===== config.mk =====
export PLATFORM = sky130hd
export DESIGN_NAME = wav_header_chunk_parser_top
export DESIGN_NICKNAME = d
export VERILOG_FILES = /design/src/hdl/wavp_pkg.sv /design/src/hdl/wavp_ctrl.sv /design/src/hdl/wavp_dp.sv /design/src/hdl/wav_header_chunk_parser_top.sv
export SDC_FILE = /design/constraint.sdc
export NUM_CORES = 1
export LEC_CHECK = 0
export ABC_AREA = 1
export ABC_CLOCK_PERIOD_IN_PS = 6700
export BUFFER_PORTS_ARGS = -buffer_cell sky130_fd_sc_hd__buf_2
export CORE_ASPECT_RATIO = 0.6
export CORE_MARGIN = 2
export CORE_UTILIZATION = 45
export CTS_CLUSTER_DIAMETER = 120
export CTS_CLUSTER_SIZE = 12
export DETAILED_ROUTE_END_ITERATION = 10
export PLACE_DENSITY = 0.65
export SETUP_SLACK_MARGIN = 0.4
export SLEW_MARGIN = 40
export SYNTH_ARGS = -nofsm -noshare
export SYNTH_HDL_FRONTEND = slang
export SYNTH_SLANG_ARGS = --single-unit

===== constraint.sdc =====
create_clock -name clk_i -period 6.7 [get_ports clk_i]
set_input_delay 1.005 -clock clk_i [delete_from_list [all_inputs] [get_ports clk_i]]
set_output_delay 1.005 -clock clk_i [all_outputs]
set_load 0.02 [all_outputs]

===== src/hdl/wavp_pkg.sv =====
// ----------------------------------------------------------------------------
// WAV header parser package
// Shared constants, parse phase codes and controller/datapath link types.
// ----------------------------------------------------------------------------
package wavp_pkg;

  localparam logic [31:0] TagRiff = 32'h4646_4952;
  localparam logic [31:0] TagWave = 32'h4556_4157;
  localparam logic [31:0] TagFmt  = 32'h2074_6D66;
  localparam logic [31:0] TagData = 32'h6174_6164;

  localparam logic [15:0] DefChannels = 16'd2;
  localparam logic [31:0] DefRate     = 32'd44100;
  localparam logic [15:0] DefBits     = 16'd16;
  localparam logic [31:0] FmtBodyLen  = 32'd16;
  localparam logic [9:0]  MsPerSec    = 10'd1000;

  localparam int unsigned DivW   = 42;
  localparam int unsigned DivCntW = 6;
  localparam logic [DivCntW-1:0] DivLastBit = DivCntW'(DivW - 1);
  localparam logic [30:0] DurMax = 31'h7FFF_FFFF;

  localparam logic [3:0] PH_RIFF  = 4'd0;
  localparam logic [3:0] PH_FSIZE = 4'd1;
  localparam logic [3:0] PH_WAVE  = 4'd2;
  localparam logic [3:0] PH_CID   = 4'd3;
  localparam logic [3:0] PH_CLEN  = 4'd4;
  localparam logic [3:0] PH_FMT   = 4'd5;
  localparam logic [3:0] PH_DATA  = 4'd6;
  localparam logic [3:0] PH_SKIP  = 4'd7;
  localparam logic [3:0] PH_IDLE  = 4'd8;

  localparam logic [2:0] ST_OK        = 3'd0;
  localparam logic [2:0] ST_BAD_RIFF  = 3'd1;
  localparam logic [2:0] ST_BAD_WAVE  = 3'd2;
  localparam logic [2:0] ST_NO_DATA   = 3'd3;
  localparam logic [2:0] ST_TRUNCATED = 3'd4;
  localparam logic [2:0] ST_ZERO_DIV  = 3'd5;

  localparam int unsigned OutDataW = 144;

  typedef struct packed {
    logic step;
    logic div_start;
    logic show_pay;
    logic show_stat;
  } wavp_cmd_t;

  typedef struct packed {
    logic pay_now;
    logic stat_now;
    logic need_now;
    logic stat_q;
    logic need_q;
    logic div_busy;
  } wavp_sts_t;

endpackage


===== src/hdl/wavp_ctrl.sv =====
// ----------------------------------------------------------------------------
// WAV header parser controller
// Handshake sequencing: accept an item, show its payload and status results,
// run the duration divider before a good status.
// ----------------------------------------------------------------------------
module wavp_ctrl (
  input  logic               clk_i,
  input  logic               rst_ni,
  input  logic               s_axis_tvalid,
  output logic               s_axis_tready,
  output logic               m_axis_tvalid,
  input  logic               m_axis_tready,
  input  wavp_pkg::wavp_sts_t sts_i,
  output wavp_pkg::wavp_cmd_t cmd_o
);
  import wavp_pkg::*;

  localparam logic [2:0] S_IN   = 3'd0;
  localparam logic [2:0] S_PAY  = 3'd1;
  localparam logic [2:0] S_LOAD = 3'd2;
  localparam logic [2:0] S_DIV  = 3'd3;
  localparam logic [2:0] S_STAT = 3'd4;

  logic [2:0] state_q, state_d;
  logic       in_acc, out_acc;

  assign s_axis_tready = (state_q == S_IN);
  assign m_axis_tvalid = (state_q == S_PAY) || (state_q == S_STAT);
  assign in_acc  = s_axis_tvalid && s_axis_tready;
  assign out_acc = m_axis_tvalid && m_axis_tready;

  assign cmd_o.step      = in_acc;
  assign cmd_o.div_start = (state_q == S_LOAD);
  assign cmd_o.show_pay  = (state_q == S_PAY);
  assign cmd_o.show_stat = (state_q == S_STAT);

  always_comb begin
    state_d = state_q;
    case (state_q)
      S_IN: begin
        if (in_acc) begin
          if (sts_i.pay_now) state_d = S_PAY;
          else if (sts_i.stat_now) state_d = sts_i.need_now ? S_LOAD : S_STAT;
        end
      end
      S_PAY: begin
        if (out_acc) begin
          if (!sts_i.stat_q) state_d = S_IN;
          else state_d = sts_i.need_q ? S_LOAD : S_STAT;
        end
      end
      S_LOAD: state_d = S_DIV;
      S_DIV: begin
        if (!sts_i.div_busy) state_d = S_STAT;
      end
      S_STAT: begin
        if (out_acc) state_d = S_IN;
      end
      default: state_d = S_IN;
    endcase
  end

  always_ff @(posedge clk_i or negedge rst_ni) begin
    if (!rst_ni) begin
      state_q <= S_IN;
    end else begin
      state_q <= state_d;
    end
  end

  a_no_overlap: assert property (@(posedge clk_i) disable iff (!rst_ni)
    m_axis_tvalid |-> !s_axis_tready) else $error("input taken while result pending");
  a_load_div: assert property (@(posedge clk_i) disable iff (!rst_ni)
    (state_q == S_LOAD) |=> (state_q == S_DIV && sts_i.div_busy))
    else $error("divider not started");
  a_quiet_item: assert property (@(posedge clk_i) disable iff (!rst_ni)
    (in_acc && !sts_i.pay_now && !sts_i.stat_now) |=> s_axis_tready)
    else $error("resultless item stalled input");

endmodule


===== src/hdl/wavp_dp.sv =====
// ----------------------------------------------------------------------------
// WAV header parser datapath
// Chunk walking registers, result plan, shared bit-serial duration divider
// and result formatting.
// ----------------------------------------------------------------------------
module wavp_dp (
  input  logic                              clk_i,
  input  logic                              rst_ni,
  input  logic [7:0]                        byte_i,
  input  logic                              eof_i,
  input  wavp_pkg::wavp_cmd_t               cmd_i,
  output wavp_pkg::wavp_sts_t               sts_o,
  output logic [wavp_pkg::OutDataW-1:0]     tdata_o,
  output logic                              kind_o,
  output logic                              last_o
);
  import wavp_pkg::*;

  logic [3:0]  phase_q, phase_d;
  logic [3:0]  idx_q, idx_d;
  logic [31:0] rem_q, rem_d;
  logic [31:0] tag_q, tag_d;
  logic [31:0] len_q, len_d;
  logic [15:0] ch_q, ch_d;
  logic [31:0] rate_q, rate_d;
  logic [15:0] bits_q, bits_d;

  logic [31:0] tag_new, rem_dec;
  logic        pay, st_en;
  logic [2:0]  code;
  logic [31:0] size;
  logic        zero_div;

  logic [7:0]  pay_q;
  logic        stat_q, need_q;
  logic [2:0]  code_q;
  logic [31:0] size_q, srate_q;
  logic [15:0] sch_q, sbits_q;

  logic [DivW-1:0]    quo_q, quo_d;
  logic [31:0]        drem_q, drem_d;
  logic [DivCntW-1:0] cnt_q, cnt_d;
  logic [1:0]         pass_q, pass_d;
  logic               busy_q, busy_d;
  logic [31:0]        dvs;
  logic [32:0]        trial;
  logic               qbit;
  logic [30:0]        dur;

  assign tag_new = (idx_q == 4'd0) ? {24'd0, byte_i}
                 : (tag_q | ({24'd0, byte_i} << {idx_q[1:0], 3'b000}));
  assign rem_dec = (rem_q != 32'd0) ? rem_q - 32'd1 : rem_q;

  always_comb begin
    phase_d = phase_q;
    idx_d   = idx_q;
    rem_d   = rem_q;
    tag_d   = tag_q;
    len_d   = len_q;
    ch_d    = ch_q;
    rate_d  = rate_q;
    bits_d  = bits_q;
    pay     = 1'b0;
    st_en   = 1'b0;
    code    = ST_OK;
    size    = 32'd0;
    case (phase_q)
      PH_RIFF, PH_FSIZE, PH_WAVE, PH_CID, PH_CLEN: begin
        tag_d = tag_new;
        if (idx_q < 4'd3) begin
          idx_d = idx_q + 4'd1;
        end else begin
          idx_d = 4'd0;
          case (phase_q)
            PH_RIFF: begin
              if (tag_new == TagRiff) phase_d = PH_FSIZE;
              else begin
                st_en = 1'b1; code = ST_BAD_RIFF; phase_d = PH_IDLE;
              end
            end
            PH_FSIZE: phase_d = PH_WAVE;
            PH_WAVE: begin
              if (tag_new == TagWave) phase_d = PH_CID;
              else begin
                st_en = 1'b1; code = ST_BAD_WAVE; phase_d = PH_IDLE;
              end
            end
            PH_CID: begin
              rem_d = tag_new; phase_d = PH_CLEN;
            end
            default: begin
              len_d = tag_new;
              tag_d = rem_q;
              rem_d = tag_new;
              if (rem_q == TagFmt) phase_d = PH_FMT;
              else if (rem_q == TagData) begin
                if (tag_new == 32'd0) begin
                  st_en = 1'b1; code = ST_NO_DATA; phase_d = PH_IDLE;
                end else phase_d = PH_DATA;
              end else phase_d = (tag_new == 32'd0) ? PH_CID : PH_SKIP;
            end
          endcase
        end
      end
      PH_FMT: begin
        case (idx_q)
          4'd2:  ch_d[7:0]    = byte_i;
          4'd3:  ch_d[15:8]   = byte_i;
          4'd4:  rate_d[7:0]  = byte_i;
          4'd5:  rate_d[15:8] = byte_i;
          4'd6:  rate_d[23:16] = byte_i;
          4'd7:  rate_d[31:24] = byte_i;
          4'd14: bits_d[7:0]  = byte_i;
          4'd15: bits_d[15:8] = byte_i;
          default: ;
        endcase
        if (idx_q != 4'd15) begin
          idx_d = idx_q + 4'd1;
        end else begin
          idx_d = 4'd0;
          if (len_q > FmtBodyLen) begin
            rem_d = len_q - FmtBodyLen; phase_d = PH_SKIP;
          end else phase_d = PH_CID;
        end
      end
      PH_SKIP: begin
        rem_d = rem_dec;
        if (rem_dec == 32'd0) phase_d = PH_CID;
      end
      PH_DATA: begin
        pay   = 1'b1;
        rem_d = rem_dec;
        if (rem_dec == 32'd0) begin
          st_en = 1'b1; code = zero_div ? ST_ZERO_DIV : ST_OK;
          size = len_q; phase_d = PH_IDLE;
        end
      end
      default: phase_d = PH_IDLE;
    endcase
    if (eof_i) begin
      case (phase_d)
        PH_RIFF: begin
          st_en = 1'b1; code = ST_BAD_RIFF;
        end
        PH_FSIZE, PH_WAVE: begin
          st_en = 1'b1; code = ST_BAD_WAVE;
        end
        PH_DATA: begin
          st_en = 1'b1; code = ST_TRUNCATED; size = len_q;
        end
        PH_IDLE: ;
        default: begin
          st_en = 1'b1; code = ST_NO_DATA;
        end
      endcase
    end
  end

  assign zero_div = (rate_q == 32'd0) || (ch_q == 16'd0) || (bits_q[15:3] == 13'd0);

  assign sts_o.pay_now  = pay;
  assign sts_o.stat_now = st_en;
  assign sts_o.need_now = st_en && (code == ST_OK);
  assign sts_o.stat_q   = stat_q;
  assign sts_o.need_q   = need_q;
  assign sts_o.div_busy = busy_q;

  always_ff @(posedge clk_i or negedge rst_ni) begin
    if (!rst_ni) begin
      phase_q <= PH_RIFF;
      idx_q   <= 4'd0;
      rem_q   <= 32'd0;
      tag_q   <= 32'd0;
      len_q   <= 32'd0;
      ch_q    <= DefChannels;
      rate_q  <= DefRate;
      bits_q  <= DefBits;
      stat_q  <= 1'b0;
      need_q  <= 1'b0;
    end else if (cmd_i.step) begin
      stat_q <= st_en;
      need_q <= st_en && (code == ST_OK);
      if (eof_i) begin
        phase_q <= PH_RIFF;
        idx_q   <= 4'd0;
        rem_q   <= 32'd0;
        tag_q   <= 32'd0;
        len_q   <= 32'd0;
        ch_q    <= DefChannels;
        rate_q  <= DefRate;
        bits_q  <= DefBits;
      end else begin
        phase_q <= phase_d;
        idx_q   <= idx_d;
        rem_q   <= rem_d;
        tag_q   <= tag_d;
        len_q   <= len_d;
        ch_q    <= ch_d;
        rate_q  <= rate_d;
        bits_q  <= bits_d;
      end
    end
  end

  always_ff @(posedge clk_i) begin
    if (cmd_i.step) begin
      pay_q   <= byte_i;
      code_q  <= code;
      size_q  <= size;
      sch_q   <= ch_d;
      srate_q <= rate_d;
      sbits_q <= bits_d;
    end
  end

  always_comb begin
    case (pass_q)
      2'd0:    dvs = srate_q;
      2'd1:    dvs = {16'd0, sch_q};
      default: dvs = {19'd0, sbits_q[15:3]};
    endcase
  end

  assign trial = {drem_q, quo_q[DivW-1]};
  assign qbit  = (trial >= {1'b0, dvs});

  always_comb begin
    quo_d  = quo_q;
    drem_d = drem_q;
    cnt_d  = cnt_q;
    pass_d = pass_q;
    busy_d = busy_q;
    if (cmd_i.div_start) begin
      quo_d  = DivW'(size_q) * DivW'(MsPerSec);
      drem_d = 32'd0;
      cnt_d  = '0;
      pass_d = 2'd0;
      busy_d = 1'b1;
    end else if (busy_q) begin
      quo_d  = {quo_q[DivW-2:0], qbit};
      drem_d = qbit ? 32'(trial - {1'b0, dvs}) : trial[31:0];
      if (cnt_q == DivLastBit) begin
        cnt_d  = '0;
        drem_d = 32'd0;
        if (pass_q == 2'd2) busy_d = 1'b0;
        else pass_d = pass_q + 2'd1;
      end else begin
        cnt_d = cnt_q + DivCntW'(1);
      end
    end
  end

  always_ff @(posedge clk_i or negedge rst_ni) begin
    if (!rst_ni) begin
      busy_q <= 1'b0;
    end else begin
      busy_q <= busy_d;
    end
  end

  always_ff @(posedge clk_i) begin
    quo_q  <= quo_d;
    drem_q <= drem_d;
    cnt_q  <= cnt_d;
    pass_q <= pass_d;
  end

  assign dur = (code_q != ST_OK) ? 31'd0
             : ((quo_q > DivW'(DurMax)) ? DurMax : quo_q[30:0]);

  always_comb begin
    tdata_o = '0;
    kind_o  = 1'b0;
    last_o  = 1'b0;
    if (cmd_i.show_stat) begin
      kind_o  = 1'b1;
      last_o  = 1'b1;
      tdata_o = {6'd0, dur, size_q, sbits_q, srate_q, sch_q, code_q, 8'd0};
    end else if (cmd_i.show_pay) begin
      last_o  = !stat_q;
      tdata_o = {136'd0, pay_q};
    end
  end

endmodule


===== src/hdl/wav_header_chunk_parser_top.sv =====
// ----------------------------------------------------------------------------
// WAV header chunk parser
// Byte-stream RIFF/WAVE parser: emits data chunk bytes and one status item.
// ----------------------------------------------------------------------------
// Feed the file one byte per item, tlast on its final byte. A byte that makes
// no result leaves the input ready; a data byte is held as a payload item
// until the output takes it, and no new byte is taken meanwhile. The good
// status after a full data chunk waits on a one-bit-a-cycle restoring divider
// that divides 1000*size by rate, channels and bytes per sample in turn, and
// is shown once the divider is done.
module wav_header_chunk_parser_top (
  input  logic         clk_i,
  input  logic         rst_ni,
  input  logic         s_axis_tvalid,
  output logic         s_axis_tready,
  input  logic [7:0]   s_axis_tdata,   // byte_in
  input  logic         s_axis_tlast,   // end_of_file
  output logic         m_axis_tvalid,
  input  logic         m_axis_tready,
  // payload, status, channels, sample_rate, bits_per_sample, data_size,
  // duration_ms, zero fill
  output logic [wavp_pkg::OutDataW-1:0] m_axis_tdata,
  output logic         m_axis_tuser,   // kind
  output logic         m_axis_tlast    // last_of_run
);
  import wavp_pkg::*;

  wavp_cmd_t cmd;
  wavp_sts_t sts;

  wavp_ctrl u_ctrl (
    .clk_i         (clk_i),
    .rst_ni        (rst_ni),
    .s_axis_tvalid (s_axis_tvalid),
    .s_axis_tready (s_axis_tready),
    .m_axis_tvalid (m_axis_tvalid),
    .m_axis_tready (m_axis_tready),
    .sts_i         (sts),
    .cmd_o         (cmd)
  );

  wavp_dp u_dp (
    .clk_i   (clk_i),
    .rst_ni  (rst_ni),
    .byte_i  (s_axis_tdata),
    .eof_i   (s_axis_tlast),
    .cmd_i   (cmd),
    .sts_o   (sts),
    .tdata_o (m_axis_tdata),
    .kind_o  (m_axis_tuser),
    .last_o  (m_axis_tlast)
  );

endmodule


==> results of run 1 <==
worst register-to-register path, delay by kind of cell, from the launching register on:
| kind | cells | cell delay, ns |
|---|---|---|
| flip-flops | 1 | 0.54 |
| buffers and inverters | 3 | 0.19 |
| AND/OR/NAND/NOR | 13 | 1.06 |
| adder cells (fa/ha/maj) | 5 | 2.42 |
| AO/OA/AOI/OAI | 5 | 0.92 |
through the flow:
stage	util, %	hold slack, ns	instances	area [sq um]	setup slack, ns
floorplan	-	0.445	3357	26600	1.86
global placement	48.1	0.464	4173	27900	1.51
detailed placement	48.1	0.467	4173	27900	1.36
CTS	49.9	0.478	4239	28900	1.35
global route	50.0	0.374	4240	29000	0.908
finish	50.0	0.357	4241	29000	1.32
area by class of cell:
class / instances / area [sq um]
clock inverter: 3 / 28.8
fill: 5565 / 29000
inverter: 514 / 1940
multi-input combinational: 2346 / 14400
clock buffer: 63 / 1020
antenna: 1 / 2.50
tap: 770 / 963
timing repair buffer: 181 / 1010
sequential: 363 / 9610
worst paths after layout:
path                       slack [ns]                     endpoint  cells after the start                        start
max in group asynchronous        5.10   u_dp.len_q[31]$_DFFE_PN0P_                      3                       rst_ni
min in group clk_i               0.47  u_dp.drem_q[5]$_SDFFE_PP0P_                      2  u_dp.drem_q[5]$_SDFFE_PP0P_
min reg2reg                      0.47  u_dp.drem_q[5]$_SDFFE_PP0P_                      2  u_dp.drem_q[5]$_SDFFE_PP0P_
max reg2reg                      1.32     u_dp.quo_q[32]$_DFFE_PP_                     26     u_dp.size_q[2]$_DFFE_PP_
max                              1.32     u_dp.quo_q[32]$_DFFE_PP_                     26     u_dp.size_q[2]$_DFFE_PP_
min                              0.36   u_dp.rate_q[5]$_DFFE_PN0P_                      1                       rst_ni
cell usage after synthesis (all sizes together), types with 2 or more instances:
cell type  count  area share (%)
a32o           7            0.26
a31oi          9            0.21
nand4         37            0.89
o21a          29            0.82
o32ai          3           0.099
nand3b         9            0.25
dfrtp        166              16
a21oi        144             2.7
a22o          18            0.59
o21ai        280             5.3
xnor2         23            0.76
a22oi          2           0.056
a21o           5            0.14
o22ai        100             2.4
nand2        716              10
dfstp          8            0.79
a21boi         7            0.23
clkbuf        97             1.6
or2            4           0.094
nand3        137             2.6
ha           130             6.1
nor4          24            0.59
o31ai          5            0.14
nor2         368             5.5
o221ai         5            0.16
fa           119             9.0
xor2          34             1.1
o41ai          2           0.066
o211ai        51             1.4
o21bai         6            0.18
edfxtp       146              17
o2111ai       28            0.92
clkinv         3           0.042
buf           37             1.0
nor3          22            0.43
dfxtp         43             3.2
a211oi         3           0.085
nor3b          3            0.10
a221oi         4            0.13
inv          511             7.2
layer usage:
layer	up-vias	track usage, %
met3	84	10.4
met5	-	0
met2	1245	33.3
met4	2	3.83
met1	11200	45.9
li1	11300	-
flip-flops by register name (all words and copies together) (netlist names):
signal,cells
u_dp.busy_q,1
u_dp.rate_q,32
u_dp.size_q,32
u_dp.code_q,3
u_dp.ch_q,16
u_dp.pass_q,2
u_dp.quo_q,42
u_dp.srate_q,32
u_dp.drem_q,32
u_dp.need_q,1
u_dp.cnt_q,6
u_dp.tag_q,32
u_ctrl.state_q,3
u_dp.bits_q,16
u_dp.stat_q,1
u_dp.sbits_q,16
u_dp.phase_q,4
u_dp.rem_q,32
u_dp.pay_q,8
u_dp.len_q,32
u_dp.sch_q,16
u_dp.idx_q,4
cells by family after synthesis:
kind of cell,after synthesis
AND/OR/NAND/NOR,1323
AO/OA/AOI/OAI,711
buffers and inverters,648
flip-flops,363
adder cells (fa/ha/maj),249
XOR/XNOR,57
other,1
==> reports/metrics.yaml, run 1 <==
route:
  totalWireLength_microns: 86200
  wl_met2_microns: 30200
  ant_nets: 0
  met1_length_microns: 42900
  detail_route.wl_per_cell_microns: 20.3
  dr.pass1.iters: 7
  vias: 23800
  via_per_inst: 5.62
  met3_length_microns: 12100
  drt_iter0_markers: 3249
  routed.top_layer: "met5"
  drc_errors: 0
yosys:
  ys_warn_count: 0
  async_flop_share_pct: 47.9
  synthMuxAreaShare_pct: 0
  synth-seq-cells: 363
  synth_xor_area_share_pct: 1.88
  synthesis.area_sq_mm: 0.0266
  synth-compound-area-share_pct: 16.0
  synth_top_family_by_area: "simple AND/OR/NAND/NOR gates"
  synthFlopType: "dfrtp_1"
  synthSimpleGateAreaFrac_pct: 20.9
  synth_edf_count: 146
  synth_fa_ha_area_share_pct: 15.1
  seq_area_frac_synth_pct: 36.2
  synthCells: 3352
  synthDistinctLibCells: 68
  avgSynthCellArea_sq_um: 7.93
placed_design:
  gp_congestion: 1.01
  port_buffers: 154
  place_hpwl_microns: 65300
final_layout:
  mostFrequentLayoutCell: "nand2_1"
  nets: 3704
  layout-drive-gt1-share_pct: 8.93
  layout_common_cells: "695 x nand2_1, 495 x inv_1, 346 x nor2_1"
  synthToLayoutAreaGrowth_pct: 9.04
clock_network:
  post_cts_resized: 0
  clock-sinks: 363
  cts_root_buf: "clkbuf_16"
  cts_setup_buffers: 0
  cts_tree: "done"
  clkTransAtPathRegs_ns: 0.07
  ctsHoldBuffers: 0
  h-tree-depth: 2
  clk_latency_ns: 0.57
  cts-buffers-inserted: 36
  cts_buffer_depth: 3
outcome:
  status: "finished clean"
timing:
  slew_violations: 0
  hold_viol: 0
  fmax_ghz: 0.186
  fin_skew_ns: 0.0278
  setup-violations-final: 0
  fin_crit_sh_pct: 80.3
  rsz0062_at_grt: "false"
  slew_headroom_pct: 43.0
  min_period_ns: 5.38
  tightest_slew_ns: 0.855
  fin_setup_tns_ns: 0
global_route:
  grtUsageTotal_pct: 27.8
  grt_start_max_net_pins: 97
  grt_pass1_wl_microns: 130000
  grt.overflow.total: 0
  antenna_found_initial: 3
  grt_pass1_vias: 21100
floorplan:
  row_count: 68
  coreArea_sq_mm: 0.0579
  die_h_microns: 192
  ioPinCount: 161
  initial_core_util_pct: 45.9
  dieArea_sq_mm: 0.0611
  dieWidth_microns: 318
worst_setup_path:
  crit_buf_inv: 3
  crit_family: "adder cells"
  cp_slowest_cell: "fa_1"
  cp.required_ns: 7.00
  slowest_delay_ns: 0.60
  cp_common_cell: "nand2_1"
  worstSetupPathType: "flip-flop to flip-flop"
  worst-path-max-fanout: 7
  critPathLaunchType: "flip-flop"
  cp_data_arrival_time_ns: 5.69
  cp-end-kind: "flip-flop"
hold_path:
  hold_class: "input port to async pin"
flow_run:
  cap_viol_max_count: 0
Power of run 1 is not shown: default switching activity piles up to over one toggle a cycle in this logic, so the estimate is an artifact.
==> run 2, diff against run 1 <==
--- a/config.mk
+++ b/config.mk
@@ -6,7 +6,7 @@
 export NUM_CORES = 1
 export LEC_CHECK = 0
 export ABC_AREA = 1
-export ABC_CLOCK_PERIOD_IN_PS = 6700
+export ABC_CLOCK_PERIOD_IN_PS = 5500
 export BUFFER_PORTS_ARGS = -buffer_cell sky130_fd_sc_hd__buf_2
 export CORE_ASPECT_RATIO = 0.6
 export CORE_MARGIN = 2
==> constraint.sdc (replaced) <==
create_clock -name clk_i -period 5.5 [get_ports clk_i]
set_input_delay 0.825 -clock clk_i [delete_from_list [all_inputs] [get_ports clk_i]]
set_output_delay 0.825 -clock clk_i [all_outputs]
set_load 0.02 [all_outputs]
==> reports/metrics.yaml, run 2 (synthesis gave the netlist of run 1 again) <==
route:
  via_per_inst: 5.57  # was 5.62
  drc_errors: 0  # unchanged
  ant_nets: 0  # unchanged
  detail_route.wl_per_cell_microns: 19.9  # was 20.3 microns
  totalWireLength_microns: 85500  # was 86200 microns
  vias: 23900  # was 23800
  dr.pass1.iters: 5  # was 7
  drt_iter0_markers: 3192  # was 3249
clock_network:
  cts_buffer_depth: 3  # unchanged
  clock-sinks: 363  # unchanged
  cts_root_buf: "clkbuf_16"  # unchanged
  cts-buffers-inserted: 36  # unchanged
  clk_latency_ns: 0.58  # was 0.57 ns
  cts_tree: "done"  # unchanged
  ctsHoldBuffers: 0  # unchanged
  h-tree-depth: 2  # unchanged
  clkTransAtPathRegs_ns: 0.06  # was 0.07 ns
final_layout:
  layout-drive-gt1-share_pct: 10.8  # was 8.93%
  largest_reg_flops: 42  # unchanged
  fillers: 5549  # was 5565
  n_antenna_cell: 0  # was 1
  mostFrequentLayoutCell: "nand2_1"  # unchanged
  register_area_sq_mm: 0.00961  # unchanged
  largest-register: "u_dp.quo_q"  # unchanged
  layout_common_cells: "691 x nand2_1, 495 x inv_1, 347 x nor2_1"  # was 695 x nand2_1, 495 x inv_1, 346 x nor2_1
  synthToLayoutAreaGrowth_pct: 11.1  # was 9.04%
  multi_input_area_sq_mm: 0.0145  # was 0.0144 sq mm
  nets: 3756  # was 3704
placed_design:
  dp_slack_ns: 0.241  # was 1.36 ns
  place_hpwl_microns: 65400  # was 65300 microns
  gp_congestion: 0.985  # was 1.01
  port_buffers: 154  # unchanged
floorplan:
  dieWidth_microns: 318  # unchanged
  dieArea_sq_mm: 0.0611  # unchanged
  coreArea_sq_mm: 0.0579  # unchanged
  die_h_microns: 192  # unchanged
  ioPinCount: 161  # unchanged
  initial_core_util_pct: 45.9  # unchanged
  row_count: 68  # unchanged
flow_run:
  cap_viol_max_count: 0  # unchanged
timing:
  min_period_ns: 4.87  # was 5.38 ns
  slew_headroom_pct: 36.1  # was 43.0%
  slew_violations: 0  # unchanged
  fin_crit_sh_pct: 88.5  # was 80.3%
  fin_setup_tns_ns: 0  # unchanged
  fin_skew_ns: 0.0444  # was 0.0278 ns
  fmax_ghz: 0.205  # was 0.186 GHz
  rsz0062_at_grt: "false"  # unchanged
  tightest_slew_ns: 0.949  # was 0.855 ns
  hold_viol: 0  # unchanged
  setup-violations-final: 0  # unchanged
  setup_ws_ns: 0.633  # was 1.32 ns
worst_setup_path:
  cp-end-kind: "flip-flop"  # unchanged
  worstSetupPathType: "flip-flop to flip-flop"  # unchanged
  cp.required_ns: 5.80  # was 7.00 ns
  cp_data_arrival_time_ns: 5.17  # was 5.69 ns
  critPathLaunchType: "flip-flop"  # unchanged
  worst-path-max-fanout: 4  # was 7
global_route:
  grtUsageTotal_pct: 27.6  # was 27.8%
  grt_start_max_net_pins: 89  # was 97
  grt_pass1_wl_microns: 130000  # about the same
  grt_pass1_vias: 21000  # was 21100
  antenna_found_initial: 3  # unchanged
  grt.overflow.total: 0  # unchanged
hold_path:
  hold_class: "input port to async pin"  # unchanged
outcome:
  status: "finished clean"  # unchanged
==> run 2: cell count changes in the layout (fill, tap and decap cells not counted), sizes merged <==
cell    delta
buf       +52
clkbuf     -4
clkinv     +2
diode      -1
inv        -3
==> run 2: path summary, 6_finish.rpt <==
path / slack [ns] / start / to / cells after the start
max: 0.63 / u_dp.size_q[0]$_DFFE_PP_ / u_dp.quo_q[34]$_DFFE_PP_ / 25
min: 0.25 / rst_ni / u_dp.rate_q[12]$_DFFE_PN0P_ / 1
max reg2reg: 0.63 / u_dp.size_q[0]$_DFFE_PP_ / u_dp.quo_q[34]$_DFFE_PP_ / 25
min reg2reg: 0.47 / u_dp.drem_q[3]$_SDFFE_PP0P_ / u_dp.drem_q[3]$_SDFFE_PP0P_ / 2
max in group asynchronous: 4.23 / rst_ni / u_dp.len_q[18]$_DFFE_PN0P_ / 2
min in group clk_i: 0.47 / u_dp.drem_q[3]$_SDFFE_PP0P_ / u_dp.drem_q[3]$_SDFFE_PP0P_ / 2
==> run 2: stage by stage <==
step,utilization [%],hold WS [ns],cell area [sq um],std cells
floorplan,-,0.445,26600,3357
global placement,48.3,0.465,28000,4184
detailed placement,48.3,0.465,28000,4184
CTS,50.2,0.243,29100,4247
global route,50.9,0.294,29500,4287
finish,50.9,0.250,29500,4287
==> run 2: critical path, stage by stage (launching register included) <==
cell	delay, ns
edfxtp_1	0.41
fa_1	0.57
inv_1	0.06
fa_1	0.47
fa_1	0.51
inv_1	0.05
fa_1	0.48
ha_4	0.28
a21oi_2	0.14
o21ai_2	0.10
a21oi_2	0.21
o21bai_1	0.12
nand2_1	0.08
nand2_2	0.06
nand2_1	0.08
nand2_2	0.08
a21oi_4	0.18
o21ai_2	0.08
nand2_1	0.07
nand2_2	0.07
nand3_1	0.09
nand3_2	0.10
nand2_1	0.10
nand3b_1	0.08
nand3_1	0.09
nand2_1	0.05
==> run 2: area by class of cell <==
type | instances | share of cell area, %
inverter | 514 | 6.56
sequential | 363 | 32.6
tap | 770 | 3.27
clock buffer | 59 | 3.49
timing repair buffer | 233 | 4.82
clock inverter | 2 | 0.0933
multi-input combinational | 2346 | 49.2
==> run 2: metal layers <==
| metal | GRT usage [%] | vias to the layer above | wire length [microns] |
|---|---|---|---|
| li1 | - | 11400 | - |
| met1 | 46.4 | 11300 | 43600 |
| met2 | 32.8 | 1103 | 29900 |
| met3 | 9.08 | 84 | 10900 |
| met4 | 3.92 | 6 | 1010 |
| met5 | 0.873 | - | 129 |
==> run 2: repair_timing <==
| action | CTS | global route |
|---|---|---|
| setup endpoints to repair | 4 | 9 |
| gates resized for setup | 3 | 20 |
| pin swaps | 0 | 9 |
| setup buffers | 2 | 39 |
Power of run 2 is left out for the same reason.
